==> src/hdl/assert_macros.svh <==
// Assertion helpers used by reflow_request_coalescer.
`ifndef ASSERT_MACROS_SVH
`define ASSERT_MACROS_SVH

// Same-cycle implication, checked at every rising clock edge outside reset.
`define ASSERT_IMPLIES(label, clk, rst_n, ante, cons) \
    label: assert property (@(posedge clk) disable iff (!rst_n) (ante) |-> (cons)) \
        else $error("assertion failed");

// Next-cycle implication, checked at every rising clock edge outside reset.
`define ASSERT_NEXT(label, clk, rst_n, ante, cons) \
    label: assert property (@(posedge clk) disable iff (!rst_n) (ante) |=> (cons)) \
        else $error("assertion failed");

`endif

==> src/hdl/rrc_pkg.sv <==
package rrc_pkg;

    localparam int LINE_Y_WIDTH    = 24;
    localparam int CFG_WIDTH       = 16;
    localparam int CFG_INDEX_WIDTH = 2;

    localparam logic [CFG_WIDTH-1:0] QUIET_RESET = 16'd100;
    localparam logic [CFG_WIDTH-1:0] LIMIT_RESET = 16'd400;

    localparam logic [CFG_INDEX_WIDTH-1:0] REG_QUIET = 2'd0;
    localparam logic [CFG_INDEX_WIDTH-1:0] REG_LIMIT = 2'd1;

    typedef enum logic [1:0]
    {
        CMD_TICK     = 2'd0,
        CMD_REQUEST  = 2'd1,
        CMD_POLL     = 2'd2,
        CMD_TEARDOWN = 2'd3
    } cmd_t;

    typedef enum logic [1:0]
    {
        EV_FIRED     = 2'd0,
        EV_WAITING   = 2'd1,
        EV_STALE     = 2'd2,
        EV_CANCELLED = 2'd3
    } event_t;

    // Decision of one step: whether a result goes out, its event code, and
    // whether that result reports the batch that was pending before the step.
    typedef struct packed
    {
        logic   emit;
        event_t ev;
        logic   fire;
    } step_ctl_t;

endpackage

==> src/hdl/reflow_request_coalescer.sv <==
// A request is taken when s_axis_tready is high; its result, if any, is on the output in the next cycle.
// Throughput: one request per cycle while the output side keeps taking results.
// The single output register sets the rate: a new request is taken when it is empty or drained.
// Reset (rst_n low, asynchronous) drops any pending batch and any held result, and loads
// quiet_ticks with 100 and limit_ticks with 400.
module reflow_request_coalescer
    import rrc_pkg::*;
#(
    parameter int FRAME_ID_WIDTH = 8,
    parameter int AGE_WIDTH      = 16,
    parameter int COUNT_WIDTH    = 16
)
(
    input  logic                                      clk,
    input  logic                                      rst_n,
    input  logic                                      s_axis_tvalid,
    output logic                                      s_axis_tready,
    // command, frame_id, line_y from bit 0 up, zero filled to whole bytes
    input  logic [((2+FRAME_ID_WIDTH+LINE_Y_WIDTH+7)/8)*8-1:0] s_axis_tdata,
    output logic                                      m_axis_tvalid,
    input  logic                                      m_axis_tready,
    // event_res, fired_frame, fired_count, fired_top from bit 0 up, zero filled
    output logic [((2+FRAME_ID_WIDTH+COUNT_WIDTH+LINE_Y_WIDTH+7)/8)*8-1:0] m_axis_tdata,
    input  logic                                      cfg_we,
    input  logic [CFG_INDEX_WIDTH-1:0]                cfg_index,
    input  logic [CFG_WIDTH-1:0]                      cfg_data
);

    `include "assert_macros.svh"

    localparam int OUT_BITS    = 2 + FRAME_ID_WIDTH + COUNT_WIDTH + LINE_Y_WIDTH;
    localparam int OUT_TDATA_W = ((OUT_BITS + 7) / 8) * 8;
    localparam int FRAME_LO    = 2;
    localparam int LINE_LO     = 2 + FRAME_ID_WIDTH;

    // Configuration registers.
    logic [CFG_WIDTH-1:0] quiet_reg;
    logic [CFG_WIDTH-1:0] limit_reg;

    // Batch state.
    logic                      pending_valid_reg;
    logic [FRAME_ID_WIDTH-1:0] pending_frame_reg;
    logic [AGE_WIDTH-1:0]      age_first_reg;
    logic [AGE_WIDTH-1:0]      age_last_reg;
    logic [COUNT_WIDTH-1:0]    batch_count_reg;
    logic [LINE_Y_WIDTH-1:0]   batch_top_reg;

    logic                      pending_valid_next;
    logic [FRAME_ID_WIDTH-1:0] pending_frame_next;
    logic [AGE_WIDTH-1:0]      age_first_next;
    logic [AGE_WIDTH-1:0]      age_last_next;
    logic [COUNT_WIDTH-1:0]    batch_count_next;
    logic [LINE_Y_WIDTH-1:0]   batch_top_next;

    // Result register.
    logic                      out_valid_reg;
    logic                      out_valid_next;
    event_t                    out_ev_reg;
    logic [FRAME_ID_WIDTH-1:0] out_frame_reg;
    logic [COUNT_WIDTH-1:0]    out_count_reg;
    logic [LINE_Y_WIDTH-1:0]   out_top_reg;

    cmd_t                      in_command;
    logic [FRAME_ID_WIDTH-1:0] in_frame;
    logic [LINE_Y_WIDTH-1:0]   in_line_y;
    logic                      in_accept;
    step_ctl_t                 ctl;

    assign in_command = cmd_t'(s_axis_tdata[1:0]);
    assign in_frame   = s_axis_tdata[FRAME_LO +: FRAME_ID_WIDTH];
    assign in_line_y  = s_axis_tdata[LINE_LO +: LINE_Y_WIDTH];

    // The output register holds one result; a request is taken whenever that
    // register is empty or is being read in this cycle. Ticks and requests that
    // give no result leave it empty, so they can stream at one per cycle.
    assign s_axis_tready = !out_valid_reg || m_axis_tready;
    assign in_accept     = s_axis_tvalid && s_axis_tready;

    rrc_step #(
        .FRAME_ID_WIDTH (FRAME_ID_WIDTH),
        .AGE_WIDTH      (AGE_WIDTH),
        .COUNT_WIDTH    (COUNT_WIDTH)
    ) u_step (
        .command            (in_command),
        .frame_id           (in_frame),
        .line_y             (in_line_y),
        .quiet_ticks        (quiet_reg),
        .limit_ticks        (limit_reg),
        .pending_valid      (pending_valid_reg),
        .pending_frame      (pending_frame_reg),
        .age_first          (age_first_reg),
        .age_last           (age_last_reg),
        .batch_count        (batch_count_reg),
        .batch_top          (batch_top_reg),
        .pending_valid_next (pending_valid_next),
        .pending_frame_next (pending_frame_next),
        .age_first_next     (age_first_next),
        .age_last_next      (age_last_next),
        .batch_count_next   (batch_count_next),
        .batch_top_next     (batch_top_next),
        .ctl                (ctl)
    );

    // Configuration writes; an index beyond the two registers is dropped.
    always_ff @(posedge clk or negedge rst_n)
    begin
        if (!rst_n)
        begin
            quiet_reg <= QUIET_RESET;
            limit_reg <= LIMIT_RESET;
        end
        else if (cfg_we)
        begin
            if (cfg_index == REG_QUIET)
            begin
                quiet_reg <= cfg_data;
            end
            else if (cfg_index == REG_LIMIT)
            begin
                limit_reg <= cfg_data;
            end
        end
    end

    // Batch state advances only on an accepted request.
    always_ff @(posedge clk or negedge rst_n)
    begin
        if (!rst_n)
        begin
            pending_valid_reg <= 1'b0;
            pending_frame_reg <= '0;
            age_first_reg     <= '0;
            age_last_reg      <= '0;
            batch_count_reg   <= '0;
            batch_top_reg     <= '0;
        end
        else if (in_accept)
        begin
            pending_valid_reg <= pending_valid_next;
            pending_frame_reg <= pending_frame_next;
            age_first_reg     <= age_first_next;
            age_last_reg      <= age_last_next;
            batch_count_reg   <= batch_count_next;
            batch_top_reg     <= batch_top_next;
        end
    end

    always_comb
    begin
        if (in_accept)
        begin
            out_valid_next = ctl.emit;
        end
        else if (m_axis_tready)
        begin
            out_valid_next = 1'b0;
        end
        else
        begin
            out_valid_next = out_valid_reg;
        end
    end

    always_ff @(posedge clk or negedge rst_n)
    begin
        if (!rst_n)
        begin
            out_valid_reg <= 1'b0;
        end
        else
        begin
            out_valid_reg <= out_valid_next;
        end
    end

    // A fired result reports the batch as it stood before this request; every
    // other event carries zero payload.
    always_ff @(posedge clk)
    begin
        if (in_accept && ctl.emit)
        begin
            out_ev_reg <= ctl.ev;
            if (ctl.fire)
            begin
                out_frame_reg <= pending_frame_reg;
                out_count_reg <= batch_count_reg;
                out_top_reg   <= batch_top_reg;
            end
            else
            begin
                out_frame_reg <= '0;
                out_count_reg <= '0;
                out_top_reg   <= '0;
            end
        end
    end

    assign m_axis_tvalid = out_valid_reg;
    assign m_axis_tdata  = OUT_TDATA_W'({out_top_reg, out_count_reg, out_frame_reg, out_ev_reg});

    `ASSERT_IMPLIES(a_quiet_payload, clk, rst_n,
        m_axis_tvalid && (out_ev_reg != EV_FIRED),
        (out_frame_reg == '0) && (out_count_reg == '0) && (out_top_reg == '0))

    `ASSERT_IMPLIES(a_idle_count_clear, clk, rst_n,
        !pending_valid_reg, batch_count_reg == '0)

    `ASSERT_IMPLIES(a_pending_count_set, clk, rst_n,
        pending_valid_reg, batch_count_reg != '0)

    `ASSERT_NEXT(a_request_opens, clk, rst_n,
        in_accept && (in_command == CMD_REQUEST),
        pending_valid_reg && (pending_frame_reg == $past(in_frame)))

    `ASSERT_NEXT(a_poll_answers, clk, rst_n,
        in_accept && ((in_command == CMD_POLL) || (in_command == CMD_TEARDOWN)),
        m_axis_tvalid)

endmodule

==> src/hdl/rrc_step.sv <==
module rrc_step
    import rrc_pkg::*;
#(
    parameter int FRAME_ID_WIDTH = 8,
    parameter int AGE_WIDTH      = 16,
    parameter int COUNT_WIDTH    = 16
)
(
    input  cmd_t                      command,
    input  logic [FRAME_ID_WIDTH-1:0] frame_id,
    input  logic [LINE_Y_WIDTH-1:0]   line_y,
    input  logic [CFG_WIDTH-1:0]      quiet_ticks,
    input  logic [CFG_WIDTH-1:0]      limit_ticks,
    input  logic                      pending_valid,
    input  logic [FRAME_ID_WIDTH-1:0] pending_frame,
    input  logic [AGE_WIDTH-1:0]      age_first,
    input  logic [AGE_WIDTH-1:0]      age_last,
    input  logic [COUNT_WIDTH-1:0]    batch_count,
    input  logic [LINE_Y_WIDTH-1:0]   batch_top,
    output logic                      pending_valid_next,
    output logic [FRAME_ID_WIDTH-1:0] pending_frame_next,
    output logic [AGE_WIDTH-1:0]      age_first_next,
    output logic [AGE_WIDTH-1:0]      age_last_next,
    output logic [COUNT_WIDTH-1:0]    batch_count_next,
    output logic [LINE_Y_WIDTH-1:0]   batch_top_next,
    output step_ctl_t                 ctl
);

    localparam int CMP_WIDTH = (AGE_WIDTH > CFG_WIDTH) ? AGE_WIDTH : CFG_WIDTH;

    logic                    same_frame;
    logic                    overdue;
    logic                    quiet_not_reached;
    logic                    limit_not_reached;
    logic [COUNT_WIDTH-1:0]  count_base;
    logic [LINE_Y_WIDTH-1:0] top_base;
    logic [COUNT_WIDTH-1:0]  count_inc;

    assign same_frame        = pending_valid && (pending_frame == frame_id);
    assign overdue           = same_frame
                               && (CMP_WIDTH'(age_first) > CMP_WIDTH'(limit_ticks));
    assign quiet_not_reached = CMP_WIDTH'(age_last) < CMP_WIDTH'(quiet_ticks);
    assign limit_not_reached = CMP_WIDTH'(age_first) < CMP_WIDTH'(limit_ticks);

    // A request that opens a new batch counts from zero with an empty top.
    always_comb
    begin
        if (!same_frame || overdue)
        begin
            count_base = '0;
            top_base   = '0;
        end
        else
        begin
            count_base = batch_count;
            top_base   = batch_top;
        end
        count_inc = (count_base == '1) ? count_base : count_base + 1'b1;
    end

    always_comb
    begin
        pending_valid_next = pending_valid;
        pending_frame_next = pending_frame;
        age_first_next     = age_first;
        age_last_next      = age_last;
        batch_count_next   = batch_count;
        batch_top_next     = batch_top;
        ctl.emit           = 1'b0;
        ctl.ev             = EV_WAITING;
        ctl.fire           = 1'b0;

        unique case (command)
            CMD_TICK:
            begin
                if (pending_valid)
                begin
                    if (age_first != '1)
                    begin
                        age_first_next = age_first + 1'b1;
                    end
                    if (age_last != '1)
                    begin
                        age_last_next = age_last + 1'b1;
                    end
                end
            end
            CMD_REQUEST:
            begin
                // An overdue batch or one from another frame fires first.
                if (overdue || (pending_valid && !same_frame))
                begin
                    ctl.emit = 1'b1;
                    ctl.ev   = EV_FIRED;
                    ctl.fire = 1'b1;
                end
                if (!same_frame || overdue)
                begin
                    pending_valid_next = 1'b1;
                    pending_frame_next = frame_id;
                    age_first_next     = '0;
                end
                age_last_next    = '0;
                batch_count_next = count_inc;
                if ((count_inc == COUNT_WIDTH'(1)) || (line_y < top_base))
                begin
                    batch_top_next = line_y;
                end
                else
                begin
                    batch_top_next = top_base;
                end
            end
            CMD_POLL, CMD_TEARDOWN:
            begin
                ctl.emit = 1'b1;
                if (!same_frame)
                begin
                    ctl.ev = EV_STALE;
                end
                else if (command == CMD_TEARDOWN)
                begin
                    ctl.ev             = EV_CANCELLED;
                    pending_valid_next = 1'b0;
                    batch_count_next   = '0;
                end
                else if (quiet_not_reached && limit_not_reached)
                begin
                    ctl.ev = EV_WAITING;
                end
                else
                begin
                    ctl.ev             = EV_FIRED;
                    ctl.fire           = 1'b1;
                    pending_valid_next = 1'b0;
                    batch_count_next   = '0;
                end
            end
            default:
            begin
                ctl.emit = 1'b0;
            end
        endcase
    end

endmodule
==> config.mk <==
export PLATFORM = sky130hd
export DESIGN_NAME = reflow_request_coalescer
export DESIGN_NICKNAME = d
export VERILOG_FILES = /design/src/hdl/rrc_pkg.sv /design/src/hdl/reflow_request_coalescer.sv /design/src/hdl/rrc_step.sv
export VERILOG_INCLUDE_DIRS = /design/src /design/src/hdl
export SDC_FILE = /design/constraint.sdc
export NUM_CORES = 1
export LEC_CHECK = 0
export BUFFER_PORTS_ARGS = -buffer_cell sky130_fd_sc_hd__buf_2
export CAP_MARGIN = 20
export CORE_ASPECT_RATIO = 1.1
export CORE_MARGIN = 4
export CORE_UTILIZATION = 50
export CTS_CLUSTER_DIAMETER = 40
export DETAILED_ROUTE_END_ITERATION = 6
export GPL_TIMING_DRIVEN = 1
export PLACE_DENSITY = 0.71
export REMOVE_ABC_BUFFERS = 1
export SKIP_CTS_REPAIR_TIMING = 1
export SYNTH_ARGS = -nofsm -noshare
export SYNTH_HDL_FRONTEND = slang
export SYNTH_SLANG_ARGS = --single-unit
==> constraint.sdc <==
create_clock -name clk -period 6.8 [get_ports clk]
set_input_delay 0 -clock clk [delete_from_list [all_inputs] [get_ports clk]]
set_output_delay 0 -clock clk [all_outputs]
set_load 0.02 [all_outputs]
; Yosys cells after proc, flatten, opt, wreduce, memory -nomap -nowiden
; Index checks and enable logic that the tools add are counted.
[totals]
ramBits = 0
reg_bits = 164
input_bits = 63
output_inout_bits = 58
rom_bits = 0
latchBits = 0
mem_count = 0
wordCells = 92
[op_classes]
reduce_logical = 26
shifts = 0
eq_ne = 15
magnitude_cmp = 4
n_addsub = 3
div = 0
mul = 0
bitwise = 1
n_mux = 30
[ops]
columns = cell, n
row1 = 16-bit two-way mux, 10
row2 = 16-bit case mux with 2 select lines, 3
row3 = "16-bit by 1-bit adder with 16-bit output, second input constant", 3
row4 = 24-bit two-way mux, 2
row5 = 16-bit less-than comparator, 2
row6 = "16-bit != test, second input constant", 2
row7 = 24-bit less-than comparator, 1
row8 = "16-bit by 1-bit equality test with 1-bit output, second input constant", 1
row9 = "16-bit equality test, second input constant", 1
row10 = 16-bit > comparator, 1
row11 = 1-bit two-way mux, 10
row12 = 5-bit AND reduction, 2
row13 = 8-bit equality test, 1
row14 = "2-bit by 1-bit != test with 1-bit output, second input constant", 4
row15 = 4-bit case mux with 2 select lines, 1
row16 = 4-bit AND reduction, 2
row17 = 1-bit logical AND, 6
row18 = 3-bit AND reduction, 2
row19 = 2-bit nonzero test, 3
row20 = "2-bit by 1-bit equality test with 1-bit output, second input constant", 2
row21 = "2-bit equality test, second input constant", 2
row22 = 2-bit zero test, 2
row23 = 1-bit logical OR, 4
row24 = 2-bit two-way mux, 2
row25 = 8 further kinds, 10

; Logic depth before layout (Yosys ltp)
; Gate-level depths: netlist of run 1.
[depth]
word_depth = 10
depth_mapped = 20
mapped_depth_nobuf = 17

; Hierarchy
; A second synthesis of run 1 with hierarchy kept.
[unflattened]
hier_cells = 969
hier_area_um2 = 10038.4
[modules_own_cells]
columns = mod, seq_area_each_um2, cells_each, n_inst, area_per_inst_um2
row1 = reflow_request_coalescer, 4361.7, 354, 1, 6189.7
row2 = rrc_step, 0.0, 615, 1, 3848.7

; Worst setup path before layout of run 1
; No wires, ideal clock.
[synth_timing]
path_kind = register -> register
start = reg limit_reg[8]
end = reg out_count_reg[0], enable pin
setup_ns = 0.458
required_time_ns = 6.342
arrival_ns = 4.089
setup_slack_ns = 2.253
stages_incl_launch_ff = 9
path_cell_list = dfstp_2 -> inv_1 -> ha_1 -> nand4_1 -> a2111o_1 -> a31oi_4 -> nand2b_1 -> a31oi_1 -> nor2_1
[synth_between]
elab_chain_cells = 6
[synth_rtl]
columns = item, line_no
row1 = from (decl), reflow_request_coalescer.sv:38  ; logic [CFG_WIDTH-1:0] limit_reg;
row2 = from (signal assigned), reflow_request_coalescer.sv:120  ; limit_reg <= cfg_data;
row3 = 16-bit > comparator, rrc_step.sv:41  ; && (CMP_WIDTH'(age_first) > CMP_WIDTH'(limit_ticks));
row4 = 1-bit logical AND, rrc_step.sv:41
row5 = 1-bit logical OR, rrc_step.sv:91  ; if (overdue || (pending_valid && !same_frame))
row6 = 4-bit two-way mux, rrc_step.sv:91
row7 = 4-bit case mux with 2 select lines, rrc_step.sv:73  ; unique case (command)
row8 = 1-bit logical AND, reflow_request_coalescer.sv:180  ; if (in_accept && ctl.emit)
row9 = to (signal assigned), reflow_request_coalescer.sv:186  ; out_count_reg <= batch_count_reg;
row10 = to (decl), reflow_request_coalescer.sv:60  ; logic [COUNT_WIDTH-1:0] out_count_reg;
; Every way passes these cells.
; A chain may end at the register's enable or synchronous reset.

; Final worst setup path of run 1
[layout_timing]
start = reg limit_reg[8]
end = reg batch_top_reg[21]
[layout_between]
elab_chain_cells = 9
elab_cells_between_ends = 12
cone_classes = add/sub (1) / order compare (2) / eq/ne (2) / mux (4) / reduce/logical (3)
[layout_rtl]
columns = item, line_no
row1 = 16-bit > comparator *, rrc_step.sv:41
row2 = 1-bit logical AND *, rrc_step.sv:41
row3 = 1-bit logical OR *, rrc_step.sv:48  ; if (!same_frame || overdue)
row4 = 16-bit two-way mux, rrc_step.sv:48
row5 = 16-bit by 1-bit adder with 16-bit output or 16-bit equality test (tied branches), rrc_step.sv:58  ; count_inc = (count_base == '1) ? count_base : count_base + 1'b1;
row6 = 16-bit two-way mux, rrc_step.sv:58
row7 = 16-bit by 1-bit equality test with 1-bit output, rrc_step.sv:105  ; if ((count_inc == COUNT_WIDTH'(1)) || (line_y < top_base))
row8 = 1-bit logical OR, rrc_step.sv:105
row9 = 24-bit two-way mux *, rrc_step.sv:105
row10 = to (signal assigned), reflow_request_coalescer.sv:144  ; batch_top_reg <= batch_top_next;
row11 = to (decl), reflow_request_coalescer.sv:46  ; logic [LINE_Y_WIDTH-1:0] batch_top_reg;
; Mark *: on every way between the ends. The rest lies on a longest branch, timed or not.

==> summary.txt, run 1 <==
Outcome
  • Outcome: complete, no violations

Critical path
  • Worst reg2reg startpoint: limit_reg[8]$_DFFE_PN1P_
  • CP Capture Type: register
  • Slowest CP cell: o22ai_4
  • Worst setup SP type: register
  • Critical path's top delay family: simple AND/OR/NAND/NOR gates
  • Crit path buf inv count: 1
  • CP Max Fanout: 24
  • Critical path class: reg2reg
  • Worst setup path start: limit_reg[8]$_DFFE_PN1P_
  • Critical Path AT: 5.60 ns
  • Slowest Stage Delay on Critical Path: 0.85 ns
  • WP data required: 7.15 ns
  • Most common cell on crit path: nand4_1
  • Cell chain of the critical path: inv_1, ha_1, nand4_1, nor4_4, a31oi_4, nor2_2, and2_1, ha_1, and3_1, nand4_1, nand4_1, xor2_1, nor3b_1, a31oi_1, o22ai_4, mux2i_1

STA
  • Setup_tns: 0 ns
  • RSZ-0062 raised after global routing: no
  • Worst hold slack: 0.0373 ns
  • Setup-failing EPs final: 0
  • Minimum clock period: 5.26 ns
  • Final hold viol count: 0
  • Final Max Slew Viols: 0
  • Headroom to the max-slew limit: 26.2%
  • Worst Max-Slew Pin Slew: 1.11 ns
  • Final cycle utilization of the critical path: 77.3%
  • Fmax achieved: 0.190 GHz
  • Setup Skew: between 0.01 and 0.015 ns

Cells and area
  • Layout area overhead: 19.2%
  • Multi-input logic area: 4280 µm²
  • Sequential cell area: ~4400 µm²
  • Filler Cell Count: 1,456
  • Finished Core Util: 61.0%
  • Layout cells sized above 1: 18.3%
  • Nets: 1,175
  • Cell Count, Final, Fillers Out: 1,307

Min path
  • Worst Hold Launch: m_axis_tready
  • Hold WC Path Type: in2reg

Pwr
  • Pwr/cell area: 235 nW/µm²
  • Worst VDD drop: 0.182 mV
  • Overall power: roughly 2.6 mW
  • Pleak: 4.82 nW

Clock network
  • CTS HTree Levels: 4
  • CTS Buffer Depth: 2
  • Clk slew on worst S/H paths: 0.07 ns
  • CTS tree: yes
  • CTS Buf Count: 17
  • Clock Root Buffer: clkbuf_16
  • # clock sinks: 164
  • Worst-Skew Late Latency: 0.43 ns

Floorplanning
  • Die height: 150 µm
  • Starting density of the core: around 50%
  • Die footprint: 20,400 µm²
  • Die width: around 140 µm
  • Core ar.: 17,800 µm²
  • Core Rows: 51
  • Ports: 121

Synth
  • Ys async rst share: 69.5%
  • Synth top cells by count: nand2_1 (125), dfrtp_1 (108), inv_1 (68)
  • Count of cell types in the netlist: 67
  • Synth Warn #: 0
  • Cells after Synth: 911
  • Cell area after synthesis: 9110 µm²
  • Synth area leader: dfrtp_1
  • Post-synth top area share: between 20% and 30%
  • Largest cells by area after synthesis: dfrtp_1 (30%), edfxtp_1 (16%), ha_1 (7.8%)
  • Syn avg cell area: 10.0 µm²
  • Post-synthesis sequential area ratio: 47.9%
  • Count leader, synth: nand2_1
  • Number of synthesized register bits: 164
  • Post-synth EDFFs: 50
  • Top_reg_cell synth: dfrtp_1

Global routing
  • GR Util All Layers: around a fifth
  • First-pass GRT wire length: 33,100 µm
  • Grt ovf: 0
  • Largest net degree at the start of global routing: 69
  • Antenna violations before repair: 1
  • Vias in the first global route: 6,708

Route
  • Total number of vias: 7,082
  • Drt total wl: between 20,000 and 25,000 µm
  • Number of remaining DRC errors: 0
  • Wirelength per Cell: 15.7 µm
  • DRT antenna net count: 0
  • 1st-pass router iterations: 5
  • 1st-iter DRT viols: 457
  • Vias per inst: roughly 5.4

Flow run
  • Max-cap viol count: 0

Placement
  • GPL Wtd Cong: 0.893
  • # port buffers: between 100 and 150
  • Inst Count DP: 1,225
  • DP Wirelength: 14,100 µm
[power by group]
| part | switching [mW] | leakage (nW) | internal (mW) |
|---|---|---|---|
| combinational | 0.240 | 2.60 | 0.178 |
| clock | 0.416 | 0.264 | 0.508 |
| sequential | 0.0755 | 1.95 | 1.14 |
| total | 0.731 | 4.82 | 1.82 |
[cell families after synthesis]
group,count (synthesis),synth area share (%)
flops,164,47.9
buf+inv,114,5.51
mux,45,5.18
fa+ha+maj,57,7.83
xor+xnor,25,2.49
compound gates,160,11.4
other cells,1,0.0412
simple gates,345,19.7
[through the flow]
step | instance area, µm² | setup WS [ns]
3_5_place_dp | 9810 | 1.59
3_3_place_gp | 9810 | 1.61
6_report | 10900 | 1.54
2_1_floorplan | 8880 | 1.87
5_1_grt | 10900 | 1.11
4_1_cts | 10400 | 1.55
[layout make-up]
cell class / instances / area share (%)
antenna: 1 / 0.0231
clock buffer: 18 / 3.95
clock inverter: 14 / 1.18
inverter: 69 / 2.39
multi-input combinational: 638 / 39.5
sequential: 164 / 40.2
tap: 238 / 2.74
timing repair buffer: 165 / 10.1
[cell usage in the layout (no fill, tap or decap), types with 13 or more instances in the layout]
cell type and instances:
dfrtp_1 108, nor3_1 13, buf_2 107, nand2_1 125
mux2i_1 28, edfxtp_1 50, ha_1 57, inv_1 68
a21o_1 15, nand3_1 27, clkbuf_16 17, nor2_1 43
and2_1 52, xnor2_1 13, mux2_2 17, o21ai_0 37
dlygate4sd3_1 49, nand4_1 25, a21oi_1 51
[tightest hold or removal path, delay by kind of cell]
family	cells	cell delay, ns
AND/OR/NAND/NOR	1	0.22
AO/OA/AOI/OAI	1	0.12
buffers and inverters	1	0.07
[path summary, 6_finish.rpt]
kind / depth (start not counted) / endpoint / slack, ns
hold reg to reg: 1 / limit_reg[9]$_DFFE_PN0P_ / 0.51
setup / recovery: 16 / batch_top_reg[21]$_DFFE_PN0P_ / 1.54
min in group asynchronous: 2 / age_last_reg[9]$_DFFE_PN0P_ / 0.12
max in group asynchronous: 3 / limit_reg[5]$_DFFE_PN0P_ / 5.34
setup reg to reg: 16 / batch_top_reg[21]$_DFFE_PN0P_ / 1.54
hold / removal: 3 / m_axis_tvalid$_DFFE_PN0P_ / 0.04
[per-layer routing]
layer  part of all wire, %  track usage [%]  vias up  wire, µm
met2                    50             33.8      161     10300
met1                    44             26.9     3423      9090
met5                 0.063                0        -        13
met3                   4.5             4.40       20       928
met4                  0.99             5.44        2       204
li1                      -                -     3476         -
Power figures use the tool's default switching activity.
==> run 2, diff against run 1 <==
--- a/config.mk
+++ b/config.mk
@@ -14,7 +14,7 @@
 export CTS_CLUSTER_DIAMETER = 40
 export DETAILED_ROUTE_END_ITERATION = 6
 export GPL_TIMING_DRIVEN = 1
-export PLACE_DENSITY = 0.71
+export PLACE_DENSITY = 0.73
 export REMOVE_ABC_BUFFERS = 1
 export SKIP_CTS_REPAIR_TIMING = 1
 export SYNTH_ARGS = -nofsm -noshare
==> constraint.sdc (replaced) <==
create_clock -name clk -period 4.8 [get_ports clk]
set_input_delay 0 -clock clk [delete_from_list [all_inputs] [get_ports clk]]
set_output_delay 0 -clock clk [all_outputs]
set_load 0.02 [all_outputs]
==> summary.txt, run 2 (same netlist as run 1, synthesis figures left out) <==
Cells and area
  • Filler Cell Count: around 1,500
  • Finished Core Util: 61.3%
  • Nets: 1,179
  • Most frequent cells in the layout: nand2_1 (125), dfrtp_1 (108), buf_2 (107)
  • Design Area, Final: between 10,000 and 15,000 µm²
  • ANT cells: 0
  • Leading cell type in the layout, fill and taps excluded: nand2_1
  • Layout area overhead: 19.8%
  • Layout cells sized above 1: ~18%

Pwr
  • Worst VDD drop: 0.265 mV
  • Pwr/cell area: around 330 nW/µm²
  • Pleak: 4.84 nW

Floorplanning
  • Core Rows: 51
  • Die height: 150 µm
  • Starting density of the core: between 50 and 60%
  • Die width: 137 µm
  • Core ar.: 17,800 µm²
  • Ports: 121
  • Die footprint: 20,400 µm²

Min path
  • Worst hold path stage count: 2
  • Hold Path Sink: out_ev_reg[1]$_DFFE_PP_
  • Worst Hold Launch: s_axis_tdata[1]
  • Hold WC Path Type: in2reg

Route
  • 1st-pass router iterations: 6
  • 1st-iter DRT viols: 571
  • Total number of vias: 7,171
  • Number of remaining DRC errors: 0
  • Drt total wl: between 20,000 and 25,000 µm
  • Vias per inst: 5.47
  • DRT antenna net count: 0
  • Wirelength per Cell: 15.8 µm

STA
  • Headroom to the max-slew limit: 34.2%
  • Minimum clock period: 4.48 ns
  • Setup_tns: 0 ns
  • Final cycle utilization of the critical path: 93.4%
  • Final Max Slew Viols: 0
  • Worst Max-Slew Pin Slew: 0.984 ns
  • Setup-failing EPs final: 0
  • Final hold viol count: 0
  • RSZ-0062 raised after global routing: no
  • Fmax achieved: approximately 0.22 GHz
  • Setup Skew: 0.00885 ns

Critical path
  • WP data required: 5.14 ns
  • Critical path class: reg2reg
  • CP Max Fanout: 20
  • Worst setup SP type: register
  • Slowest Stage Delay on Critical Path: roughly 0.53 ns
  • Cell chain of the critical path: inv_1, ha_1, nand4_1, nor4_4, a31oi_4, nor2_4, and2_1, ha_1, and3_1, nand4_1, nand4_1, xor2_1, nor3b_1, a31oi_1, o22ai_4, buf_12, mux2i_1
  • Slowest CP cell: dfstp_2
  • Worst reg2reg startpoint: limit_reg[8]$_DFFE_PN1P_
  • Critical Path AT: approximately 4.8 ns
  • Most common cell on crit path: nand4_1
  • FF-to-FF End: batch_top_reg[10]$_DFFE_PN0P_
  • R2R setup slack: 0.32 ns
  • CP Capture Type: register
  • Crit path buf inv count: 2
  • Critical path's top delay family: simple AND/OR/NAND/NOR gates
  • Worst R2R Path Depth: 17
  • Levels on crit path: 17

Global routing
  • Grt ovf: 0
  • GR Util All Layers: around a fifth
  • Antenna violations before repair: 1
  • Vias in the first global route: 6,652
  • First-pass GRT wire length: 33,000 µm
  • Largest net degree at the start of global routing: 69

Clock network
  • CTS HTree Levels: 4
  • Clock Root Buffer: clkbuf_16
  • Worst-Skew Late Latency: 0.43 ns
  • CTS Buffer Depth: 2
  • Clk slew on worst S/H paths: 0.06 ns
  • # clock sinks: 164
  • CTS tree: yes
  • CTS Buf Count: 17

Placement
  • # port buffers: 108
  • GPL Wtd Cong: 0.892
  • Placed cell area: 9860 µm²
  • DP Wirelength: 14,200 µm

Flow run
  • Max-cap viol count: 0

Outcome
  • Outcome: complete, no violations
## run 2: layout make-up
cell class                 count  area (µm²)  share of cell area (%)
multi-input combinational    638        4290                    39.3
sequential                   164        4360                    40.0
clock inverter                10         109                   0.998
clock buffer                  22         444                    4.07
tap                          238         298                    2.73
inverter                      69         259                    2.37
timing repair buffer         169        1150                    10.5
## run 2: stage by stage
stage               power [mW]  setup slack (ns)  hold slack [ns]  std cells
CTS                       3.62             0.166           -0.257       1261
global placement          2.28             0.385            0.210       1229
detailed placement        2.31             0.190            0.216       1229
global route              3.83            0.0320           0.0431       1310
floorplan                 2.10            -0.131           -0.296        871
finish                    3.63             0.316           0.0474       1310
## run 2: worst max-delay path by stage
stage / from / end / slack [ns]
5_1_grt: limit_reg[8]$_DFFE_PN1P_ / batch_top_reg[12]$_DFFE_PN0P_ / 0.03
3_5_place_dp: limit_reg[8]$_DFFE_PN1P_ / batch_top_reg[13]$_DFFE_PN0P_ / 0.19
2_1_floorplan: limit_reg[8]$_DFFE_PN1P_ / batch_top_reg[0]$_DFFE_PN0P_ / -0.13
4_1_cts: limit_reg[8]$_DFFE_PN1P_ / batch_top_reg[10]$_DFFE_PN0P_ / 0.17
6_report: limit_reg[8]$_DFFE_PN1P_ / batch_top_reg[10]$_DFFE_PN0P_ / 0.32
3_3_place_gp: limit_reg[8]$_DFFE_PN1P_ / batch_top_reg[19]$_DFFE_PN0P_ / 0.39
## run 2: per-layer routing
metal / vias to the layer above / part of all wire (%) / GRT usage, %
met5: - / 0.063 / 0
met4: 2 / 1.8 / 6.55
met3: 34 / 4.9 / 4.57
met2: 207 / 49 / 32.9
met1: 3451 / 44 / 27.2
li1: 3477 / - / -
## run 2: where the power goes
part	switching (mW)	total (mW)	leakage, nW	internal, mW
logic	0.344	0.602	2.63	0.257
registers	0.107	1.72	1.95	1.61
clock network	0.544	1.31	0.260	0.761
==> run 3, diff against run 2 <==
--- a/config.mk
+++ b/config.mk
@@ -14,6 +14,7 @@
 export CTS_CLUSTER_DIAMETER = 40
 export DETAILED_ROUTE_END_ITERATION = 6
 export GPL_TIMING_DRIVEN = 1
+export MAX_ROUTING_LAYER = met4
 export PLACE_DENSITY = 0.73
 export REMOVE_ABC_BUFFERS = 1
 export SKIP_CTS_REPAIR_TIMING = 1
==> summary.txt, run 3 (same netlist as run 1, synthesis figures left out) <==
Clock network
  • Worst-Skew Late Latency: 0.43 ns
  • # clock sinks: 164
  • CTS tree: yes
  • CTS HTree Levels: 4
  • CTS Buffer Depth: 2
  • Clk slew on worst S/H paths: 0.07 ns
  • CTS Buf Count: 17
  • Clock Root Buffer: clkbuf_16

Placement
  • GPL Wtd Cong: 0.915
  • DP Wirelength: between 10,000 and 15,000 µm
  • Setup WS pre-CTS: 0.204 ns
  • # port buffers: 108

Floorplanning
  • Die width: ~140 µm
  • Core Rows: 51
  • Die height: 150 µm
  • Core ar.: 17,800 µm²
  • Ports: 121
  • Starting density of the core: 51.1%
  • Die footprint: 20,400 µm²

STA
  • Final cycle utilization of the critical path: 93.0%
  • Final WS setup: 0.338 ns
  • RSZ-0062 raised after global routing: no
  • Worst Max-Slew Pin Slew: around 0.9 ns
  • Final Max Slew Viols: 0
  • Setup-failing EPs final: 0
  • Setup Skew: 0.00996 ns
  • Fmax achieved: 0.224 GHz
  • Headroom to the max-slew limit: roughly two fifths
  • Minimum clock period: 4.46 ns
  • Final hold viol count: 0

Global routing
  • Antenna violations before repair: 1
  • Vias in the first global route: 6,607
  • GR Util All Layers: 20.9%
  • Met1 Use GR: 26.5%
  • First-pass GRT wire length: between 30,000 and 40,000 µm
  • Grt ovf: 0
  • Grt met2 use: 33.4%
  • Largest net degree at the start of global routing: 71
  • M3 GR Usage: 4.20%
  • Top Usage Layer GRT: met2

Pwr
  • Pleak: 4.87 nW
  • Pwr/cell area: 339 nW/µm²
  • Overall power: 3.72 mW
  • Worst VDD drop: 0.281 mV

Critical path
  • WP data required: 5.15 ns
  • CP Max Fanout: 8
  • R2R setup slack: about 0.34 ns
  • Critical path class: reg2reg
  • CP Capture Type: register
  • Worst setup SP type: register
  • Critical Path AT: 4.81 ns

Route
  • DRT antenna net count: 0
  • 1st-iter DRT viols: between 500 and 600
  • Vias per inst: 5.47
  • Number of remaining DRC errors: 0
  • 1st-pass router iterations: 5
  • Drt total wl: 20,800 µm
  • Wirelength per Cell: 15.9 µm
  • Total number of vias: 7,174

Cells and area
  • Filler Cell Count: between 1,000 and 1,500
  • Leading cell type in the layout, fill and taps excluded: nand2_1
  • Nets: around 1,200
  • Layout area overhead: 20.4%
  • Layout cells sized above 1: a little under a fifth
  • Most frequent cells in the layout: nand2_1 (125), dfrtp_1 (108), buf_2 (107)

Outcome
  • Outcome: complete, no violations

Flow run
  • Max-cap viol count: 0

Min path
  • Hold WC Path Type: in2reg
## run 3: worst max-delay path, cell delays in order (launching register included)
cell	delay, ns
dfstp_2	0.53
inv_1	0.04
ha_1	0.27
nand4_1	0.22
nor4_4	0.49
a31oi_4	0.12
nor2_4	0.26
nand2_1	0.09
ha_1	0.31
a21o_1	0.19
a21o_1	0.17
a211oi_1	0.30
o21bai_1	0.11
a41oi_1	0.24
nand4_1	0.20
o22ai_4	0.37
buf_4	0.23
mux2i_1	0.21
## run 3: path summary, 6_finish.rpt
| check | cells past startpoint | endpoint | from |
|---|---|---|---|
| worst max-delay path | 17 | batch_top_reg[0]$_DFFE_PN0P_ | limit_reg[8]$_DFFE_PN1P_ |
| worst min-delay path | 3 | out_ev_reg[0]$_DFFE_PP_ | s_axis_tdata[1] |
| worst max register to register | 17 | batch_top_reg[0]$_DFFE_PN0P_ | limit_reg[8]$_DFFE_PN1P_ |
| worst min register to register | 1 | limit_reg[5]$_DFFE_PN0P_ | limit_reg[5]$_DFFE_PN0P_ |
| max in group asynchronous | 3 | limit_reg[1]$_DFFE_PN0P_ | rst_n |
| min in group asynchronous | 2 | quiet_reg[9]$_DFFE_PN0P_ | rst_n |
## run 3: stage by stage
step	util, %	cell area [µm²]	TNS [ns]	hold slack [ns]	cells
2_1_floorplan	-	8880	-3.15	-0.296	871
3_3_place_gp	55.4	9870	0	0.186	1230
3_5_place_dp	55.4	9870	0	0.196	1230
4_1_cts	58.8	10500	0	-0.273	1262
5_1_grt	61.6	11000	0	0.0412	1312
6_report	61.6	11000	0	0.0358	1312
## run 3: cell type report
type	count	area, µm²	area share [%]
well taps	238	298	2.72
repair buffers	170	1160	10.5
inverters	69	259	2.36
multi-input cells	638	4290	39.1
clock buffers	20	447	4.07
clock inverters	12	155	1.41
diodes	1	2.50	0.0228
flip-flops and latches	164	4360	39.8
## run 3: routing by layer
layer	part of all wire, %	vias up
met1	43	3445
li1	-	3487
met2	50	198
met3	5.0	44
met5	0	-
met4	2.3	0
## run 3: power breakdown
part	switching [mW]	internal, mW
logic	0.341	0.257
clock network	0.566	0.833
registers	0.109	1.61
